**src/hw/rtl/qcps_pkg.sv**
```systemverilog
package qcps_pkg;

    localparam int NUM_W      = 32;
    localparam int POS_W      = 32;
    localparam int SPEED_OUT_W = 24;
    localparam int CFG_IDX_W  = 2;
    localparam int CFG_DATA_W = 32;

    localparam logic [NUM_W-1:0] NUMERATOR_RESET = NUM_W'(5744627);

    localparam logic [CFG_IDX_W-1:0] CFG_INVERT    = CFG_IDX_W'(0);
    localparam logic [CFG_IDX_W-1:0] CFG_NUMERATOR = CFG_IDX_W'(1);

    typedef struct packed {
        logic channel_a;
        logic channel_b;
    } t_in_item;

    typedef struct packed {
        logic signed [POS_W-1:0]  position_count;
        logic [SPEED_OUT_W-1:0]   speed_q8;
        logic                     edge_seen;
    } t_out_item;

endpackage

```
**src/hw/rtl/quadrature_count_period_speed.sv**
```systemverilog
// Quadrature encoder position and speed. Each input transfer is one sample of
// channels A and B taken at the period tick; each one yields exactly one result
// transfer. A rising edge of A steps the signed position up when B is high and
// down when B is low (swapped by the invert register). Ticks between edges are
// counted with saturation, and on every edge the speed numerator register is
// divided by that count, truncated and saturated to the speed width. A sample
// without an edge goes to the done state, from which its result is loaded into
// the output register once the output slot is free. A sample with an edge
// first runs through the divider and only then reaches the done state:
// the bit-serial restoring divider yields one quotient bit per cycle over the
// 32-bit numerator, the saturated speed is registered, the output register is
// loaded and the block returns to idle to take the next sample.
// No new sample is taken until the current result has been loaded into the
// output register.
module quadrature_count_period_speed import qcps_pkg::*; #(
    parameter int COUNT_WIDTH  = 32,
    parameter int PERIOD_WIDTH = 32,
    parameter int SPEED_WIDTH  = 24
) (
    input  logic                  i_clk,
    input  logic                  i_rst_n,
    input  logic                  i_in_valid,
    output logic                  o_in_ready,
    input  t_in_item              i_in_data,
    output logic                  o_out_valid,
    input  logic                  i_out_ready,
    output t_out_item             o_out_data,
    input  logic                  i_cfg_valid,
    output logic                  o_cfg_ready,
    input  logic [CFG_IDX_W-1:0]  i_cfg_index,
    input  logic [CFG_DATA_W-1:0] i_cfg_data
);

    localparam int SAT_W = (NUM_W > SPEED_WIDTH) ? NUM_W : SPEED_WIDTH;
    localparam int POS_EXT_W = (COUNT_WIDTH > POS_W) ? COUNT_WIDTH : POS_W;
    localparam int SPD_EXT_W = (SPEED_WIDTH > SPEED_OUT_W) ? SPEED_WIDTH : SPEED_OUT_W;

    typedef enum logic [1:0] {
        ST_IDLE,
        ST_DIV,
        ST_DONE
    } t_state;

    t_state                  r_state;
    logic                    r_invert;
    logic [NUM_W-1:0]        r_numerator;
    logic                    r_prev_a;
    logic [COUNT_WIDTH-1:0]  r_count;
    logic [PERIOD_WIDTH-1:0] r_ticks;
    logic [SPEED_WIDTH-1:0]  r_speed;
    logic                    r_edge;
    logic                    r_out_valid;
    t_out_item               r_out_data;

    logic                    in_fire;
    logic                    out_fire;
    logic                    cfg_fire;
    logic                    slot_free;
    logic                    load_out;
    logic                    edge_now;
    logic                    count_up;
    logic [PERIOD_WIDTH-1:0] n_ticks;
    logic [COUNT_WIDTH-1:0]  n_count;
    logic                    div_done;
    logic [NUM_W-1:0]        div_quot;
    logic [SAT_W-1:0]        quot_ext;
    logic [SAT_W-1:0]        smax_ext;
    logic [SPEED_WIDTH-1:0]  n_speed;
    logic [POS_EXT_W-1:0]    pos_ext;
    logic [SPD_EXT_W-1:0]    spd_ext;

    assign o_in_ready  = (r_state == ST_IDLE);
    assign o_cfg_ready = 1'b1;
    assign o_out_valid = r_out_valid;
    assign o_out_data  = r_out_data;

    assign in_fire   = i_in_valid & o_in_ready;
    assign out_fire  = r_out_valid & i_out_ready;
    assign cfg_fire  = i_cfg_valid & o_cfg_ready;
    assign slot_free = ~r_out_valid | i_out_ready;
    assign load_out  = (r_state == ST_DONE) & slot_free;

    always_comb begin
        edge_now = ~r_prev_a & i_in_data.channel_a;
        count_up = i_in_data.channel_b ^ r_invert;
        n_ticks  = (&r_ticks) ? r_ticks : r_ticks + PERIOD_WIDTH'(1);
        n_count  = count_up ? r_count + COUNT_WIDTH'(1) : r_count - COUNT_WIDTH'(1);
        quot_ext = SAT_W'(div_quot);
        smax_ext = SAT_W'({SPEED_WIDTH{1'b1}});
        n_speed  = (quot_ext > smax_ext) ? {SPEED_WIDTH{1'b1}} : SPEED_WIDTH'(quot_ext);
        pos_ext  = POS_EXT_W'(r_count);
        spd_ext  = SPD_EXT_W'(r_speed);
    end

    qcps_div #(
        .DEN_W (PERIOD_WIDTH)
    ) u_div (
        .i_clk   (i_clk),
        .i_rst_n (i_rst_n),
        .i_start (in_fire & edge_now),
        .i_num   (r_numerator),
        .i_den   (n_ticks),
        .o_done  (div_done),
        .o_quot  (div_quot)
    );

    always_ff @(posedge i_clk) begin
        if (!i_rst_n) begin
            r_state     <= ST_IDLE;
            r_invert    <= 1'b0;
            r_numerator <= NUMERATOR_RESET;
            r_prev_a    <= 1'b0;
            r_count     <= '0;
            r_ticks     <= '0;
            r_speed     <= '0;
            r_edge      <= 1'b0;
            r_out_valid <= 1'b0;
        end else begin
            if (load_out) begin
                r_out_valid <= 1'b1;
            end else if (out_fire) begin
                r_out_valid <= 1'b0;
            end
            if (cfg_fire) begin
                unique case (i_cfg_index)
                    CFG_INVERT:    r_invert    <= i_cfg_data[0];
                    CFG_NUMERATOR: r_numerator <= NUM_W'(i_cfg_data);
                    default: ;
                endcase
            end
            unique case (r_state)
                ST_IDLE: begin
                    if (in_fire) begin
                        r_prev_a <= i_in_data.channel_a;
                        r_edge   <= edge_now;
                        if (edge_now) begin
                            r_count <= n_count;
                            r_ticks <= '0;
                            r_state <= ST_DIV;
                        end else begin
                            r_ticks <= n_ticks;
                            r_state <= ST_DONE;
                        end
                    end
                end
                ST_DIV: begin
                    if (div_done) begin
                        r_speed <= n_speed;
                        r_state <= ST_DONE;
                    end
                end
                ST_DONE: begin
                    if (slot_free) begin
                        r_out_data.position_count <= $signed(POS_W'(pos_ext));
                        r_out_data.speed_q8       <= SPEED_OUT_W'(spd_ext);
                        r_out_data.edge_seen      <= r_edge;
                        r_state                   <= ST_IDLE;
                    end
                end
                default: r_state <= ST_IDLE;
            endcase
        end
    end

`ifndef ASSERT_OFF
    a_done_in_div: assert property (@(posedge i_clk) disable iff (!i_rst_n)
        div_done |-> (r_state == ST_DIV))
        else $error("divider finished outside of a division");

    a_no_edge_skips_div: assert property (@(posedge i_clk) disable iff (!i_rst_n)
        (in_fire && !edge_now) |=> (r_state == ST_DONE))
        else $error("sample without edge started a division");

    a_edge_clears_period: assert property (@(posedge i_clk) disable iff (!i_rst_n)
        (r_edge && r_state != ST_IDLE) |-> (r_ticks == '0))
        else $error("period count not restarted on edge");

    a_busy_not_ready: assert property (@(posedge i_clk) disable iff (!i_rst_n)
        (r_state == ST_DIV) |=> (!div_done || !o_in_ready || r_state == ST_DONE))
        else $error("sample taken while division running");
`endif

endmodule

```
**src/hw/rtl/qcps_div.sv**
```systemverilog
module qcps_div import qcps_pkg::*; #(
    parameter int DEN_W = 32
) (
    input  logic             i_clk,
    input  logic             i_rst_n,
    input  logic             i_start,
    input  logic [NUM_W-1:0] i_num,
    input  logic [DEN_W-1:0] i_den,
    output logic             o_done,
    output logic [NUM_W-1:0] o_quot
);

    localparam int CNT_W = $clog2(NUM_W + 1);

    logic             r_busy;
    logic             r_done;
    logic [CNT_W-1:0] r_cnt;
    logic [DEN_W-1:0] r_rem;
    logic [DEN_W-1:0] r_den;
    logic [NUM_W-1:0] r_quot;

    logic [DEN_W:0]   shifted;
    logic [DEN_W:0]   diff;
    logic             ge;
    logic [DEN_W-1:0] n_rem;
    logic [NUM_W-1:0] n_quot;

    // one restoring step: shift in next numerator bit, trial subtract
    always_comb begin
        shifted = {r_rem, r_quot[NUM_W-1]};
        diff    = shifted - {1'b0, r_den};
        ge      = ~diff[DEN_W];
        n_rem   = ge ? diff[DEN_W-1:0] : shifted[DEN_W-1:0];
        n_quot  = {r_quot[NUM_W-2:0], ge};
    end

    always_ff @(posedge i_clk) begin
        if (!i_rst_n) begin
            r_busy <= 1'b0;
            r_done <= 1'b0;
            r_cnt  <= '0;
        end else begin
            r_done <= 1'b0;
            if (i_start) begin
                r_busy <= 1'b1;
                r_cnt  <= CNT_W'(NUM_W);
            end else if (r_busy) begin
                r_cnt <= r_cnt - CNT_W'(1);
                if (r_cnt == CNT_W'(1)) begin
                    r_busy <= 1'b0;
                    r_done <= 1'b1;
                end
            end
        end
    end

    always_ff @(posedge i_clk) begin
        if (i_start) begin
            r_rem  <= '0;
            r_den  <= i_den;
            r_quot <= i_num;
        end else if (r_busy) begin
            r_rem  <= n_rem;
            r_quot <= n_quot;
        end
    end

    assign o_done = r_done;
    assign o_quot = r_quot;

endmodule
```
**config.mk**
```make
export PLATFORM = sky130hd
export DESIGN_NAME = quadrature_count_period_speed
export DESIGN_NICKNAME = d
export VERILOG_FILES = /design/src/hw/rtl/qcps_pkg.sv /design/src/hw/rtl/quadrature_count_period_speed.sv /design/src/hw/rtl/qcps_div.sv
export SDC_FILE = /design/constraint.sdc
export NUM_CORES = 1
export LEC_CHECK = 0
export ABC_AREA = 1
export BUFFER_PORTS_ARGS = -buffer_cell sky130_fd_sc_hd__buf_2
export CAP_MARGIN = 30
export CORE_MARGIN = 4
export CORE_UTILIZATION = 32
export DETAILED_ROUTE_END_ITERATION = 8
export PLACE_DENSITY = 0.52
export SLEW_MARGIN = 30
export SYNTH_ARGS = -nofsm -noshare
export SYNTH_HDL_FRONTEND = slang
export SYNTH_SLANG_ARGS = --single-unit
export TNS_END_PERCENT = 1
```
**constraint.sdc**
```tcl
create_clock -name i_clk -period 9.2 [get_ports i_clk]
set_input_delay 0.92 -clock i_clk [delete_from_list [all_inputs] [get_ports i_clk]]
set_output_delay 0.92 -clock i_clk [all_outputs]
set_load 0.01 [all_outputs]
```
==> results.yml, run 1 <==
worst_setup_path:
  worstSetupPathType: "reg2reg"
  worstPathRequired_ns: 9.62
  r2r_end: "u_div.r_rem[22]"
  r2r_start: "u_div.o_quot[31]"
  crit_path_start: "u_div.o_quot[31]"
  cp_slowest_cell: "nand2_2"
  r2r_slack_ns: 6.05
  cpPeakStageDelay_ns: 0.52
  path_max_fanout: 35
  crit_path_end: "u_div.r_rem[22]"
  arrival_ns: 3.57
  crit_top_cell: "nand2_1"
  cp_cell_sequence: "inv_1, ha_1, fa_1, inv_1, nand2_1, o21ai_2, nand2_1, nand2_1, nand2_1, nand2_1, nand3b_1, nand2_1, nand2_1, nand2_2, nand3_1, nand3_1, nand2_1"
  cp-end-kind: "register"
  r2r_cells: 17
  cp-start-kind: "register"
synthesis:
  synth_seq_cells: 287
  ys_types: 42
  synthTopCellsByArea: "edfxtp_1 24%, dfxtp_1 22%, nand2_1 16%"
  yosysWarnings: 0
  postSynthAreaPerCell_um2: 7.338
  syn-num-nets: 2171
  syn_area_um2: 15360
  seq_area_frac_synth_pct: 45.30
  synth_largest_area_cell: "edfxtp_1"
  synth_cells: 2093
  synth_top_area_share_pct: 23.66
sta:
  hold_viol: 0
  fin_setup_tns_ns: 0
  max_slew_margin_pct: 41.83
  setup_violations: 0
  finalWorstPathRequiredPeriod_ns: 3.152
  worst_slew_pin_slew_ns: 0.8705
  finalMaxSlewViolations: 0
  fin_crit_sh_pct: 34.26
  max_freq_mhz: 317.3
  hold_slack_ns: 0.4211
  rsz0062_at_grt: "no"
  fin_worst_skew_ns: 0.02606
place:
  place_inst: 2748
  gp_congestion: 0.8793
  place_area_um2: 16400
  io_buffers: 99
  dp_hpwl_mm: 29.42
run:
  max_cap_violations: 0
floorplanning:
  core.rowCount: 80
  dieHeight_um: 227.1
  core_um2: 47550
  initial_core_util_pct: 32.30
  ios: 101
  die_w_um: 227.1
  design.die.area_um2: 51570
clock_tree:
  cts_num_sinks: 287
  cts_root_buffer: "clkbuf_16"
  path_clk_slew_ns: 0.06
  post_cts_buffers: 0
  worstSkewPairLatency_ns: 0.54
  clockBufferDepth: 3
  cts_resized: 0
  holdBufCountCts: 0
  numCtsBuffers: 34
  cts.htree.levels: 2
  cts_tree: "built"
routing:
  wl_per_cell_um: 14.79
  first_pass_iters: 6
  wirelength_mm: 41.56
  vias: 13641
  drt.antenna.violating_nets: 0
  vias_per_cell: 4.854
  route.detailed.drc: 0
  drtIter0Drc: 959
global_route:
  grt_max_degree: 96
  grt_use_total_pct: 15.90
  grt_pass1_wl_mm: 67.99
  grt-ovfl-total: 0
  antenna_found_initial: 1
  first_global_vias: 13218
finish:
  fillCellCount: 5054
  fin_area_um2: 17500
  diodes: 0
  stdcell_count: 2810
  areaGrowthSynthToFinish_pct: 13.92
  final_util_pct: 36.80
  drive_above_1_share_pct: 9.431
  nets: 2247
run_status:
  outcome: "completed"
power_and_ir_drop:
  p_per_area_nw_per_um2: 225.6
  power.leakage_nw: 7.739
  ir_drop_v: 0.0001293
hold_path:
  hold_path.class: "reg2reg"
[worst max-delay path, delay by kind of cell (launching register included)]
family / cells / cell delay (ns)
flops: 1 / 0.40
compound gates: 1 / 0.20
fa+ha+maj: 2 / 0.60
simple gates: 12 / 1.65
buf+inv: 2 / 0.17
[metal layers]
metal,up-vias,share of wire (%),global-route usage (%)
met5,-,0.031,0
met4,2,1.8,3.416
met2,274,44,25.91
li1,6954,-,-
met3,56,4.7,2.437
met1,6355,49,22.52
[final cells by class]
class	count	area [um^2]	share of cell area [%]
Clock buffer	47	962.2	5.499
Clock inverter	15	131.4	0.7509
Inverter	269	1010	5.771
Multi-Input combinational cell	1466	7078	40.45
Sequential cell	287	6957	39.76
Tap cell	615	769.5	4.398
Timing Repair Buffer	111	589.3	3.368
[cells in the final DEF, fill, tap and decap left out, types with 2 or more instances in the layout]
master,Yosys,final
a21o_1,5,5
a21oi_1,120,120
a31oi_1,25,25
a41oi_1,20,20
buf_2,8,99
buf_4,5,11
clkbuf_1,45,9
clkbuf_16,0,36
clkbuf_8,0,2
clkinv_1,1,4
clkinv_2,0,3
clkinv_4,0,2
clkinvlp_4,0,3
dfxtp_1,166,166
edfxtp_1,121,121
ha_1,36,36
inv_1,262,261
inv_16,0,2
inv_2,6,7
mux2i_1,2,2
nand2_1,645,644
nand2_2,16,16
nand3_1,133,133
nand3b_1,2,2
nand4_1,14,14
nor2_1,195,191
nor2_2,12,15
nor3_1,23,22
nor3_2,1,2
nor4_1,9,8
o21a_1,4,4
o21ai_0,120,120
o21ai_1,8,8
o21bai_1,5,5
o32ai_1,4,4
o41ai_1,4,4
or2_2,2,2
xnor2_1,30,30
xor2_1,24,24
[synth_stat cells, drive strengths merged]
library cell	count
nor4	9
nor2	207
ha	36
dfxtp	166
o41ai	4
a21o	5
and3	1
o32ai	4
a41oi	20
o21ai	129
clkinv	1
nor3	24
conb	1
a41o	1
o21bai	5
nand3	133
or3	1
clkbuf	45
xnor2	30
nand3b	2
a21oi	120
xor2	24
buf	26
nand4	14
a22oi	1
a31oi	25
nand2	661
mux2i	2
inv	268
fa	1
edfxtp	121
o21a	4
or2	2
[flip-flops by register name (all words and copies together) (netlist names)]
name,flops
o_out_data,57
o_out_valid,1
pos_ext,32
r_edge,1
r_invert,1
r_numerator,32
r_prev_a,1
r_speed,24
r_state,2
r_ticks,32
u_div.o_done,1
u_div.o_quot,32
u_div.r_busy,1
u_div.r_cnt,6
u_div.r_den,32
u_div.r_rem,32
[worst min path at each step]
stage	start	end	slack, ns	cells after the start
2_1_floorplan	r_edge	o_out_data[0]	0.40	0
3_3_place_gp	r_speed[13]	o_out_data[14]	0.41	0
3_5_place_dp	r_speed[3]	o_out_data[4]	0.41	0
4_1_cts	r_speed[8]	o_out_data[9]	0.42	0
5_1_grt	r_speed[0]	o_out_data[1]	0.44	0
6_report	r_speed[8]	o_out_data[9]	0.42	0
[logic make-up after synthesis]
logic type | share of synthesized area, %
AOI/OAI and AO/OA | 11.55
xor gates and xnor gates | 3.079
adders and majority gates | 3.063
buffers and inverters | 8.839
DFF | 45.30
muxes | 0.1304
other | 0.02442
and+or+nand+nor | 28.02
[through the flow]
stage / setup WS (ns) / power, mW
floorplan: 1.631 / 2.414
global placement: 5.564 / 2.661
detailed placement: 5.707 / 2.661
CTS: 5.986 / 3.986
global route: 5.700 / 4.220
finish: 6.048 / 3.948
[where the power goes]
part,switching (mW),internal [mW]
clock network,0.558,0.749
registers,0.0924,1.46
logic,0.722,0.364
total,1.37,2.58
Note: power is estimated with default switching activity, not from simulation.
==> run 2, diff against run 1 <==
clock period = 3.2 ns   (was 9.2 ns; I/O delays follow)
==> run 2 against run 1 <==
Compared with the run above:
- global-route usage increased by 0.60 points
- flip-flop and latch count unchanged
- non-clock buffer count increased by 41
- register-to-register slack got worse by 5.7 ns
- worst setup slack got worse by 5.7 ns
- largest cell class unchanged
- largest power group unchanged
- highest routed layer is now met4
==> results.yml, run 2 (same netlist as run 1, synthesis figures left out) <==
run_status:
  outcome: "completed"
clock_tree:
  path_clk_slew_ns: 0.06
  numCtsBuffers: 34
  cts_resized: 0
  post_cts_buffers: 0
  holdBufCountCts: 30
  cts_tree: "built"
  clockBufferDepth: 3
  cts_num_sinks: 287
  cts.htree.levels: 2
  worstSkewPairLatency_ns: 0.55
  cts_root_buffer: "clkbuf_16"
global_route:
  first_global_vias: 13837
  grt_pass1_wl_mm: 69.81
  grt-ovfl-total: 0
  grt_use_total_pct: 16.50
  grt_max_degree: 88
  antenna_found_initial: 0
floorplanning:
  core_um2: 47550
  core.rowCount: 80
  design.die.area_um2: 51570
  die_w_um: 227.1
  dieHeight_um: 227.1
  ios: 101
  initial_core_util_pct: 32.30
routing:
  vias: 13766
  route.detailed.drc: 0
  drt.antenna.violating_nets: 0
  drtIter0Drc: 899
  first_pass_iters: 5
  wl_per_cell_um: 14.89
  wirelength_mm: 42.44
  vias_per_cell: 4.830
sta:
  fin_crit_sh_pct: 88.96
  fin_setup_tns_ns: 0
  fin_worst_skew_ns: 0.01470
  finalMaxSlewViolations: 0
  setup_ws_ns: 0.3532
  rsz0062_at_grt: "no"
  setup_violations: 0
  finalWorstPathRequiredPeriod_ns: 2.847
  worst_slew_pin_slew_ns: 0.9156
  hold_viol: 0
  max_freq_mhz: 351.3
  max_slew_margin_pct: 38.82
place:
  dp_hpwl_mm: 30.18
  post-place-ws_ns: 0.3856
  gp_congestion: 0.9341
  io_buffers: 99
worst_setup_path:
  worstPathRequired_ns: 3.63
  cpPeakStageDelay_ns: 0.40
  cp-end-kind: "register"
  arrival_ns: 3.28
  cp_num_buf_inv: 3
  crit_family: "simple AND/OR/NAND/NOR gates"
  cp_cell_sequence: "inv_1, ha_1, fa_1, inv_1, nand2_1, o21ai_2, nand2_1, nand2_1, nand2_1, nand2_1, nand3b_1, nand2_1, nand2_1, nand2_2, buf_4, nand2_1, nand3_1, nand2_1"
  path_max_fanout: 25
  crit_top_cell: "nand2_1"
  cp-start-kind: "register"
  worstSetupPathType: "reg2reg"
  cp_slowest_cell: "edfxtp_1"
power_and_ir_drop:
  ir_drop_v: 0.0003679
  p_per_area_nw_per_um2: 646.7
  power.leakage_nw: 7.946
run:
  max_cap_violations: 0
finish:
  fillCellCount: 4972
  drive_above_1_share_pct: 9.709
  multiInputGateArea_um2: 7084
  largest_reg_flops: 57
  mostFrequentLayoutCells: "645 x nand2_1, 261 x inv_1, 191 x nor2_1, 166 x dfxtp_1, 133 x nand3_1"
  areaGrowthSynthToFinish_pct: 16.92
  nets: 2288
  final_common_cell: "nand2_1"
  final-seq-area_um2: 6957
  diodes: 0
hold_path:
  hold_path.class: "in2reg"
## run 2: changes by cell type in the layout (fill, tap and decap cells not counted), sizes merged
cell,previous run,this run
dlygate4sd3,0,30
buf,111,122
inv,271,268
bufinv,0,2
clkinv,10,12
clkbuf,47,46
clkinvlp,3,2
## run 2: routing by layer
layer / vias up / global-route usage, % / wire [um]
met5: - / 0 / 0
li1: 7035 / - / -
met2: 332 / 27.66 / 19560
met4: 0 / 6.149 / 1382
met3: 92 / 2.772 / 2159
met1: 6307 / 21.51 / 19340
## run 2: layout make-up
| class | instances | share of cell area, % |
|---|---|---|
| well taps | 615 | 4.285 |
| clock inverters | 15 | 1.164 |
| flip-flops and latches | 287 | 38.74 |
| multi-input cells | 1466 | 39.45 |
| repair buffers | 152 | 5.463 |
| inverters | 269 | 5.623 |
| clock buffers | 46 | 5.275 |
## run 2: final timing paths
check / startpoint / endpoint / slack, ns / depth (start not counted)
worst max-delay path: u_div.o_quot[31] / u_div.r_rem[9] / 0.35 / 18
worst max register to register: u_div.o_quot[31] / u_div.r_rem[9] / 0.35 / 18
worst min register to register: r_speed[18] / o_out_data[19] / 0.43 / 0
worst min-delay path: i_cfg_data[0] / r_numerator[0] / 0.04 / 3
## run 2: through the flow
step	area (um^2)	utilization, %	instances	total power, mW	hold WS (ns)
global route	17960	37.77	2850	12.43	0.02727
CTS	17960	37.77	2850	11.77	0.004411
finish	17960	37.77	2850	11.61	0.04293
floorplan	15370	-	2093	6.940	0.4030
global placement	16500	34.71	2759	7.730	0.4093
detailed placement	16500	34.71	2759	7.742	0.4088
## run 2: worst reg2reg max path: stages, from the launching register on
cell and delay [ns]:
edfxtp_1 0.40, inv_1 0.08, ha_1 0.23, fa_1 0.39, inv_1 0.09, nand2_1 0.07, o21ai_2 0.18, nand2_1 0.07
nand2_1 0.14, nand2_1 0.07, nand2_1 0.12, nand3b_1 0.14, nand2_1 0.10, nand2_1 0.06, nand2_2 0.06, buf_4 0.29
nand2_1 0.11, nand3_1 0.08, nand2_1 0.05
## run 2: report_power, final
| group | internal (mW) | switching, mW |
|---|---|---|
| combinational | 1.12 | 2.12 |
| clock | 2.29 | 1.61 |
| sequential | 4.21 | 0.275 |
| total | 7.61 | 4.00 |
